==> src/rtl/brqc_pkg.sv <==
`timescale 1ns / 1ps
`default_nettype none

package brqc_pkg;

  localparam int DEPTH  = 256;
  localparam int ADDR_W = $clog2(DEPTH);
  localparam int CNT_W  = $clog2(DEPTH + 1);

  // Fixed field widths of the stream beats.
  localparam int CMD_W    = 3;
  localparam int BYTE_W   = 8;
  localparam int OFS_W    = 9;
  localparam int AMT_W    = 9;
  localparam int OCC_W    = 9;
  localparam int STATUS_W = 2;
  localparam int IN_W     = 32;
  localparam int OUT_W    = 24;

  typedef enum logic [CMD_W-1:0] {
    CMD_PUSH     = 3'd0,
    CMD_POP      = 3'd1,
    CMD_PEEK     = 3'd2,
    CMD_DROP     = 3'd3,
    CMD_CLEAR    = 3'd4,
    CMD_CHECKSUM = 3'd5
  } cmd_t;

  typedef enum logic [STATUS_W-1:0] {
    STS_OK         = 2'd0,
    STS_POP_EMPTY  = 2'd1,
    STS_PEEK_RANGE = 2'd2,
    STS_OVERWRITE  = 2'd3
  } status_t;

  typedef enum logic [1:0] {
    S_IDLE,
    S_READ,
    S_SUM
  } state_t;

endpackage

`default_nettype wire

==> src/rtl/brqc_ram.sv <==
`timescale 1ns / 1ps
`default_nettype none

module brqc_ram #(
  parameter int ADDR_W = 8,
  parameter int DATA_W = 8
) (
  input  wire logic              clk,
  input  wire logic              wr_en,
  input  wire logic [ADDR_W-1:0] wr_addr,
  input  wire logic [DATA_W-1:0] wr_data,
  input  wire logic              rd_en,
  input  wire logic [ADDR_W-1:0] rd_addr,
  output logic      [DATA_W-1:0] rd_data
);

  logic [DATA_W-1:0] mem_r [2**ADDR_W];
  logic [DATA_W-1:0] rd_data_r;

  always_ff @(posedge clk) begin
    if (wr_en) begin
      mem_r[wr_addr] <= wr_data;
    end
  end

  always_ff @(posedge clk) begin
    if (rd_en) begin
      rd_data_r <= mem_r[rd_addr];
    end
  end

  assign rd_data = rd_data_r;

endmodule

`default_nettype wire

==> src/rtl/byte_ring_queue_with_checksum_top.sv <==
`timescale 1ns / 1ps
`default_nettype none

// Byte ring FIFO, 256 entries, overwriting the oldest byte on a push when full.
// Each input beat is one command and yields exactly one result beat. Push,
// drop, clear, unused codes and the failing cases (pop on empty, peek out of
// range, checksum of zero length) load their result in the cycle they are
// taken, so one such command is taken every cycle while the output register is
// free or being emptied. Pop and peek pass through the read state, as the byte
// store is a single-port-read RAM with a registered read. A checksum walks the
// store one byte per cycle through that read port and sums the data as it
// returns. A new command is taken while the last result still waits in the
// output register, as long as that register is being emptied in the same cycle.
module byte_ring_queue_with_checksum_top (
  input  wire logic                         clk,
  input  wire logic                         rst_n,
  input  wire logic                         in_tvalid,
  output logic                              in_tready,
  // cmd[2:0], data_byte[10:3], offset[19:11], amount[28:20], zero fill above
  input  wire logic [brqc_pkg::IN_W-1:0]    in_tdata,
  output logic                              out_tvalid,
  input  wire logic                         out_tready,
  // read_byte[7:0], occupancy[16:8], is_empty[17], is_full[18], status[20:19],
  // zero fill above
  output logic      [brqc_pkg::OUT_W-1:0]   out_tdata
);

  localparam int ADDR_W = brqc_pkg::ADDR_W;
  localparam int CNT_W  = brqc_pkg::CNT_W;
  localparam int BYTE_W = brqc_pkg::BYTE_W;

  brqc_pkg::state_t state_r, state_nxt;

  logic [ADDR_W-1:0] wr_ptr_r, wr_ptr_nxt;
  logic [ADDR_W-1:0] rd_ptr_r, rd_ptr_nxt;
  logic [CNT_W-1:0]  fill_r, fill_nxt;

  // Checksum walk.
  logic [ADDR_W-1:0] sum_addr_r, sum_addr_nxt;
  logic [CNT_W-1:0]  remain_r, remain_nxt;
  logic [BYTE_W-1:0] sum_r, sum_nxt;

  // Output register.
  logic                        out_valid_r;
  logic [BYTE_W-1:0]           out_byte_r, out_byte_nxt;
  logic [CNT_W-1:0]            out_occ_r, out_occ_nxt;
  brqc_pkg::status_t           out_status_r, out_status_nxt;
  logic                        out_load;

  // RAM ports.
  logic              ram_wr_en;
  logic [ADDR_W-1:0] ram_wr_addr;
  logic [BYTE_W-1:0] ram_wr_data;
  logic              ram_rd_en;
  logic [ADDR_W-1:0] ram_rd_addr;
  logic [BYTE_W-1:0] ram_rd_data;

  // Input fields.
  brqc_pkg::cmd_t              in_cmd;
  logic [BYTE_W-1:0]           in_byte;
  logic [brqc_pkg::OFS_W-1:0]  in_offset;
  logic [brqc_pkg::AMT_W-1:0]  in_amount;
  logic                        in_fire;

  logic [CNT_W-1:0]  ofs_cnt;
  logic [CNT_W-1:0]  amt_cnt;
  logic [CNT_W-1:0]  avail;
  logic [CNT_W-1:0]  sum_len;
  logic [CNT_W-1:0]  drop_len;
  logic              is_full_now;

  assign in_cmd    = brqc_pkg::cmd_t'(in_tdata[2:0]);
  assign in_byte   = in_tdata[10:3];
  assign in_offset = in_tdata[19:11];
  assign in_amount = in_tdata[28:20];

  assign in_tready = (state_r == brqc_pkg::S_IDLE) && (!out_valid_r || out_tready);
  assign in_fire   = in_tvalid && in_tready;

  assign is_full_now = (fill_r == CNT_W'(brqc_pkg::DEPTH));

  // Offset and amount are clipped to the fill level.
  assign ofs_cnt  = (in_offset >= fill_r) ? fill_r : CNT_W'(in_offset);
  assign amt_cnt  = (in_amount >= fill_r) ? fill_r : CNT_W'(in_amount);
  assign avail    = fill_r - ofs_cnt;
  assign sum_len  = (amt_cnt < avail) ? amt_cnt : avail;
  assign drop_len = amt_cnt;

  brqc_ram #(
    .ADDR_W (ADDR_W),
    .DATA_W (BYTE_W)
  ) u_ram (
    .clk     (clk),
    .wr_en   (ram_wr_en),
    .wr_addr (ram_wr_addr),
    .wr_data (ram_wr_data),
    .rd_en   (ram_rd_en),
    .rd_addr (ram_rd_addr),
    .rd_data (ram_rd_data)
  );

  always_comb begin
    state_nxt      = state_r;
    wr_ptr_nxt     = wr_ptr_r;
    rd_ptr_nxt     = rd_ptr_r;
    fill_nxt       = fill_r;
    sum_addr_nxt   = sum_addr_r;
    remain_nxt     = remain_r;
    sum_nxt        = sum_r;
    out_load       = 1'b0;
    out_byte_nxt   = '0;
    out_occ_nxt    = fill_r;
    out_status_nxt = brqc_pkg::STS_OK;
    ram_wr_en      = 1'b0;
    ram_wr_addr    = wr_ptr_r;
    ram_wr_data    = in_byte;
    ram_rd_en      = 1'b0;
    ram_rd_addr    = rd_ptr_r;

    unique case (state_r)
      brqc_pkg::S_IDLE: begin
        if (in_fire) begin
          out_load = 1'b1;
          case (in_cmd)
            brqc_pkg::CMD_PUSH: begin
              ram_wr_en  = 1'b1;
              wr_ptr_nxt = wr_ptr_r + ADDR_W'(1);
              if (is_full_now) begin
                rd_ptr_nxt     = rd_ptr_r + ADDR_W'(1);
                out_status_nxt = brqc_pkg::STS_OVERWRITE;
              end else begin
                fill_nxt = fill_r + CNT_W'(1);
              end
            end
            brqc_pkg::CMD_POP: begin
              if (fill_r == '0) begin
                out_status_nxt = brqc_pkg::STS_POP_EMPTY;
              end else begin
                ram_rd_en   = 1'b1;
                ram_rd_addr = rd_ptr_r;
                rd_ptr_nxt  = rd_ptr_r + ADDR_W'(1);
                fill_nxt    = fill_r - CNT_W'(1);
                out_load    = 1'b0;
                state_nxt   = brqc_pkg::S_READ;
              end
            end
            brqc_pkg::CMD_PEEK: begin
              if (in_offset >= fill_r) begin
                out_status_nxt = brqc_pkg::STS_PEEK_RANGE;
              end else begin
                ram_rd_en   = 1'b1;
                ram_rd_addr = rd_ptr_r + ADDR_W'(ofs_cnt);
                out_load    = 1'b0;
                state_nxt   = brqc_pkg::S_READ;
              end
            end
            brqc_pkg::CMD_DROP: begin
              rd_ptr_nxt = rd_ptr_r + ADDR_W'(drop_len);
              fill_nxt   = fill_r - drop_len;
            end
            brqc_pkg::CMD_CLEAR: begin
              wr_ptr_nxt = '0;
              rd_ptr_nxt = '0;
              fill_nxt   = '0;
            end
            brqc_pkg::CMD_CHECKSUM: begin
              if (sum_len != '0) begin
                ram_rd_en    = 1'b1;
                ram_rd_addr  = rd_ptr_r + ADDR_W'(ofs_cnt);
                sum_addr_nxt = rd_ptr_r + ADDR_W'(ofs_cnt) + ADDR_W'(1);
                remain_nxt   = sum_len - CNT_W'(1);
                sum_nxt      = '0;
                out_load     = 1'b0;
                state_nxt    = brqc_pkg::S_SUM;
              end
            end
            default: begin
            end
          endcase
          out_occ_nxt = fill_nxt;
        end
      end
      brqc_pkg::S_READ: begin
        out_load     = 1'b1;
        out_byte_nxt = ram_rd_data;
        state_nxt    = brqc_pkg::S_IDLE;
      end
      brqc_pkg::S_SUM: begin
        // Each cycle here has one byte returning from the read issued the cycle before.
        sum_nxt = sum_r + ram_rd_data;
        if (remain_r != '0) begin
          ram_rd_en    = 1'b1;
          ram_rd_addr  = sum_addr_r;
          sum_addr_nxt = sum_addr_r + ADDR_W'(1);
          remain_nxt   = remain_r - CNT_W'(1);
        end else begin
          out_load     = 1'b1;
          out_byte_nxt = sum_nxt;
          state_nxt    = brqc_pkg::S_IDLE;
        end
      end
      default: begin
        state_nxt = brqc_pkg::S_IDLE;
      end
    endcase
  end

  always_ff @(posedge clk) begin
    if (!rst_n) begin
      state_r     <= brqc_pkg::S_IDLE;
      wr_ptr_r    <= '0;
      rd_ptr_r    <= '0;
      fill_r      <= '0;
      out_valid_r <= 1'b0;
    end else begin
      state_r  <= state_nxt;
      wr_ptr_r <= wr_ptr_nxt;
      rd_ptr_r <= rd_ptr_nxt;
      fill_r   <= fill_nxt;
      if (out_load) begin
        out_valid_r <= 1'b1;
      end else if (out_tready) begin
        out_valid_r <= 1'b0;
      end
    end
  end

  always_ff @(posedge clk) begin
    sum_addr_r <= sum_addr_nxt;
    remain_r   <= remain_nxt;
    sum_r      <= sum_nxt;
    if (out_load) begin
      out_byte_r   <= out_byte_nxt;
      out_occ_r    <= out_occ_nxt;
      out_status_r <= out_status_nxt;
    end
  end

  assign out_tvalid = out_valid_r;
  assign out_tdata  = {
    3'b000,
    out_status_r,
    (out_occ_r == CNT_W'(brqc_pkg::DEPTH)),
    (out_occ_r == '0),
    brqc_pkg::OCC_W'(out_occ_r),
    out_byte_r
  };

  a_fill_bound: assert property (@(posedge clk) disable iff (!rst_n)
    fill_r <= CNT_W'(brqc_pkg::DEPTH))
    else $error("fill count above depth");

  a_ptr_consistent: assert property (@(posedge clk) disable iff (!rst_n)
    (rd_ptr_r + ADDR_W'(fill_r)) == wr_ptr_r)
    else $error("pointers disagree with fill count");

  a_sum_done: assert property (@(posedge clk) disable iff (!rst_n)
    (state_r == brqc_pkg::S_SUM) && (remain_r == '0) |=> out_valid_r &&
      (state_r == brqc_pkg::S_IDLE))
    else $error("checksum finished without a result");

  a_read_result: assert property (@(posedge clk) disable iff (!rst_n)
    (state_r == brqc_pkg::S_READ) |=> out_valid_r)
    else $error("pop or peek finished without a result");

endmodule

`default_nettype wire
==> config.mk <==
export PLATFORM = sky130hd
export DESIGN_NAME = byte_ring_queue_with_checksum_top
export DESIGN_NICKNAME = d
export VERILOG_FILES = /design/src/rtl/brqc_pkg.sv /design/src/rtl/brqc_ram.sv /design/src/rtl/byte_ring_queue_with_checksum_top.sv
export SDC_FILE = /design/constraint.sdc
export NUM_CORES = 2
export LEC_CHECK = 0
export ABC_AREA = 1
export BUFFER_PORTS_ARGS = -buffer_cell sky130_fd_sc_hd__buf_4
export CAP_MARGIN = 20
export CORE_MARGIN = 2
export CORE_UTILIZATION = 45
export CTS_CLUSTER_DIAMETER = 50
export DETAILED_ROUTE_END_ITERATION = 8
export HOLD_SLACK_MARGIN = 0.12
export MAX_ROUTING_LAYER = met4
export PLACE_DENSITY_LB_ADDON = 0.05
export SLEW_MARGIN = 10
export SYNTH_ARGS = -nofsm -noshare
export SYNTH_HDL_FRONTEND = slang
export SYNTH_SLANG_ARGS = --single-unit
==> constraint.sdc <==
create_clock -name clk -period 8.8 [get_ports clk]
set_input_delay 0.88 -clock clk [delete_from_list [all_inputs] [get_ports clk]]
set_output_delay 0.88 -clock clk [all_outputs]
set_load 0.03 [all_outputs]
==> impl_metrics.py <==
metrics = {
    "detailed_routing": {
        "final_antenna_net_count": 0,
        "drtIter0Drc": 6460,
        "post-route-drc-count": 0,
        "post_drt_via_cell_ratio": 5.43,
        "wl_um": 285000,
        "wl_per_cell_um": 23.6,
        "drtPass1Iterations": 6,
        "num_vias": 65500,
    },
    "global_routing": {
        "overflow": 0,
        "grtUsageMet1_pct": 36.3,
        "busiest_layer": "met2",
        "met2_usage_pct": 41.3,
        "use_met3_pct": 4.65,
        "grt_pass1_wl_um": 419000,
        "grt.total_usage_pct": 26.7,
        "antenna_found_initial": 7,
        "first_global_vias": 62800,
        "grt_max_degree": 139,
    },
    "floorplanning": {
        "core.rowCount": 169,
        "ioPinCount": 62,
        "die_area_um2": 218000,
        "die_h_um": 467,
        "coreArea_um2": 213000,
        "initial_core_util_pct": 45.3,
        "die-width_um": 467,
    },
    "setup_path": {
        "required_ps": 9470,
        "max_stage_delay_ps": 570,
        "critical_path_class": "flip-flop to flip-flop",
        "path_max_fanout": 48,
        "crit_buf_inv": 6,
        "startpoint_type": "flip-flop",
        "cpMostUsedCell": "nand3_1",
        "slowest_stage": "dfxtp_1",
        "r2r_setup_slack_ps": 590,
        "reg2reg_to": "u_ram.rd_data[1]",
        "cp-end-kind": "flip-flop",
        "worstPathArrival_ps": 8880,
        "r2r-start": "fill_r[7]",
        "cp_top_family": "simple AND/OR/NAND/NOR gates",
        "ff2ff_path_depth": 43,
    },
    "yosys": {
        "synth_top_area_cell": "edfxtp_1",
        "synth_area_leaders": "edfxtp_1 (65%), nand3_1 (9.6%), nand2_1 (7.6%), inv_1 (4.4%), nand3b_1 (4.4%)",
        "ys.warnings.count": 0,
        "synthArstFlopShare_pct": 0,
        "synth_cells": 9010,
        "synth_ff_type": "edfxtp_1",
        "syn_area_um2": 96300,
        "ys_types": 51,
        "synth_top_area_share_pct": 65.5,
        "avgSynthCellArea_um2": 10.7,
        "synth-seq-cells": 2128,
        "seq_area_frac_synth_pct": 66.1,
        "synth_edf_count": 2100,
    },
    "job": {
        "drv_cap": 0,
    },
    "cells_and_area": {
        "regArea_um2": 63600,
        "finalNetCount": 9149,
        "area_growth_pct": 13.3,
        "stdcell_area_um2": 109000,
        "layout_commonest_cell": "edfxtp_1",
        "final_util_pct": 51.4,
        "final.fill_count": 18900,
        "multiInputGateArea_um2": 25900,
        "drive_gt1_share_pct": 7.83,
        "final_cell_mix": "edfxtp_1 (2100), nand2_1 (1937), nand3_1 (1841)",
    },
    "cts": {
        "cts.htree.levels": 5,
        "cts-buffers-inserted": 281,
        "clk_pin_slew_worst_paths_ps": 60,
        "cts_tree": "done",
        "cts-root-buf": "clkbuf_16",
        "cts_sinks": 2128,
        "clk_latency_ps": 930,
        "clockBufferDepth": 4,
        "postCtsHoldBufs": 0,
    },
    "place": {
        "place_hpwl_um": 171000,
        "port_buffers": 55,
        "dpl-instance-area_um2": 101000,
        "dp_slack_ps": 474,
        "gp_congestion": 0.912,
    },
    "timing": {
        "fin_ws_ps": 593,
        "clock.fmax_mhz": 122,
        "relSlewSlack_pct": 22.1,
        "fin_worst_skew_ps": 60.6,
        "finalSetupViolations": 0,
        "timing.final.hold_violations": 0,
        "tightest_slew_ps": 1170,
        "period_share_pct": 93.3,
        "finalMaxSlewViolations": 0,
        "period_needed_ps": 8210,
    },
    "min_path": {
        "min_path_type": "primary input to flip-flop",
        "hold_end": "fill_r[8]",
        "min_from": "rst_n",
        "hold_depth": 2,
    },
    "outcome": {
        "outcome": "finished, final reports clean",
    },
}
[worst register-to-register path, delay by kind of cell (launching register included)]
kind / cells / cell delay [ps]
AND/OR/NAND/NOR: 26 / 3370
AO/OA/AOI/OAI: 6 / 1080
flip-flops: 1 / 570
adder cells (fa/ha/maj): 4 / 1330
buffers and inverters: 6 / 1330
XOR/XNOR: 1 / 300
[state kept, by name, summed over array words and instances, names as in the netlist]
name	flops
sum_addr_r	8
fill_r	9
rd_ptr_r	8
state_r	2
u_ram.mem_r	2048
remain_r	9
u_ram.rd_data	8
out_occ_r	9
sum_r	8
out_status_r	2
out_byte_r	8
ram_wr_addr	8
out_tvalid	1
[how the worst max path moves through the flow]
stage               slack, ps          from  depth (start not counted)                to
floorplan                2330  in_tdata[13]                         33     out_byte_r[0]
global placement          490  in_tdata[19]                         43  u_ram.rd_data[7]
detailed placement        470     fill_r[7]                         43  u_ram.rd_data[7]
CTS                       460     fill_r[7]                         43  u_ram.rd_data[7]
global route              -10     fill_r[7]                         43  u_ram.rd_data[0]
finish                    590     fill_r[7]                         43  u_ram.rd_data[1]
[per-layer routing]
metal / vias up / routed length [um] / part of all wire, %
li1: 30800 / - / -
met1: 32000 / 126000 / 44
met2: 2199 / 132000 / 46
met3: 418 / 19500 / 6.9
met4: 0 / 7390 / 2.6
met5: - / 0 / 0
[metrics by stage]
| stage | hold WS, ps | setup TNS (ps) | instances |
|---|---|---|---|
| floorplan | 478 | 0 | 9012 |
| global placement | 493 | 0 | 11600 |
| detailed placement | 507 | 0 | 11600 |
| CTS | 192 | 0 | 12000 |
| global route | 233 | -22.8 | 12000 |
| finish | 255 | 0 | 12000 |
[cell type report]
type                    instances  share of cell area (%)
multi-input cells            5189                    23.7
clock inverters               145                    1.12
diodes                          6                  0.0138
flip-flops and latches       2128                    58.3
inverters                    1143                    3.96
well taps                    2821                    3.23
clock buffers                 327                    6.72
repair buffers                290                    2.93
[cells by family after synthesis]
| logic type | after synthesis | share of synthesized area [%] |
|---|---|---|
| XOR/XNOR | 37 | 0.336 |
| multiplexers | 2 | 0.0208 |
| buffers and inverters | 1695 | 7.18 |
| adder cells (fa/ha/maj) | 80 | 1.08 |
| flip-flops | 2128 | 66.1 |
| AND/OR/NAND/NOR | 4777 | 23.4 |
| AO/OA/AOI/OAI | 290 | 1.97 |
| other | 1 | 0.00389 |
[cell usage after synthesis (3+ instances only)]
cell type	number
edfxtp_1	2100
nand2_1	1943
nand3_1	1844
inv_1	1136
nand3b_1	565
nor2_1	370
buf_2	292
clkbuf_1	179
o211ai_1	114
ha_1	75
a21oi_1	69
o21ai_0	49
buf_4	40
buf_1	37
xor2_1	30
dfxtp_1	28
nor3_1	18
or2_2	10
a221oi_1	8
nand4_1	8
o21ai_1	8
xnor2_1	7
a211oi_1	6
nand2_2	6
o21a_1	6
fa_1	5
o21ai_2	5
and2_1	4
buf_6	4
clkinv_1	4
o21bai_1	4
a21o_1	3
a22oi_1	3
nor4_1	3
o2111ai_1	3
o31ai_1	3
[what timing repair did]
item / CTS / global route
resized for setup: 0 / 4
setup buffers: 0 / 3
setup endpoints to repair: 0 / 8
Power is not shown: default switching activity piles up to over one toggle a cycle in this logic, so the estimate is an artifact.
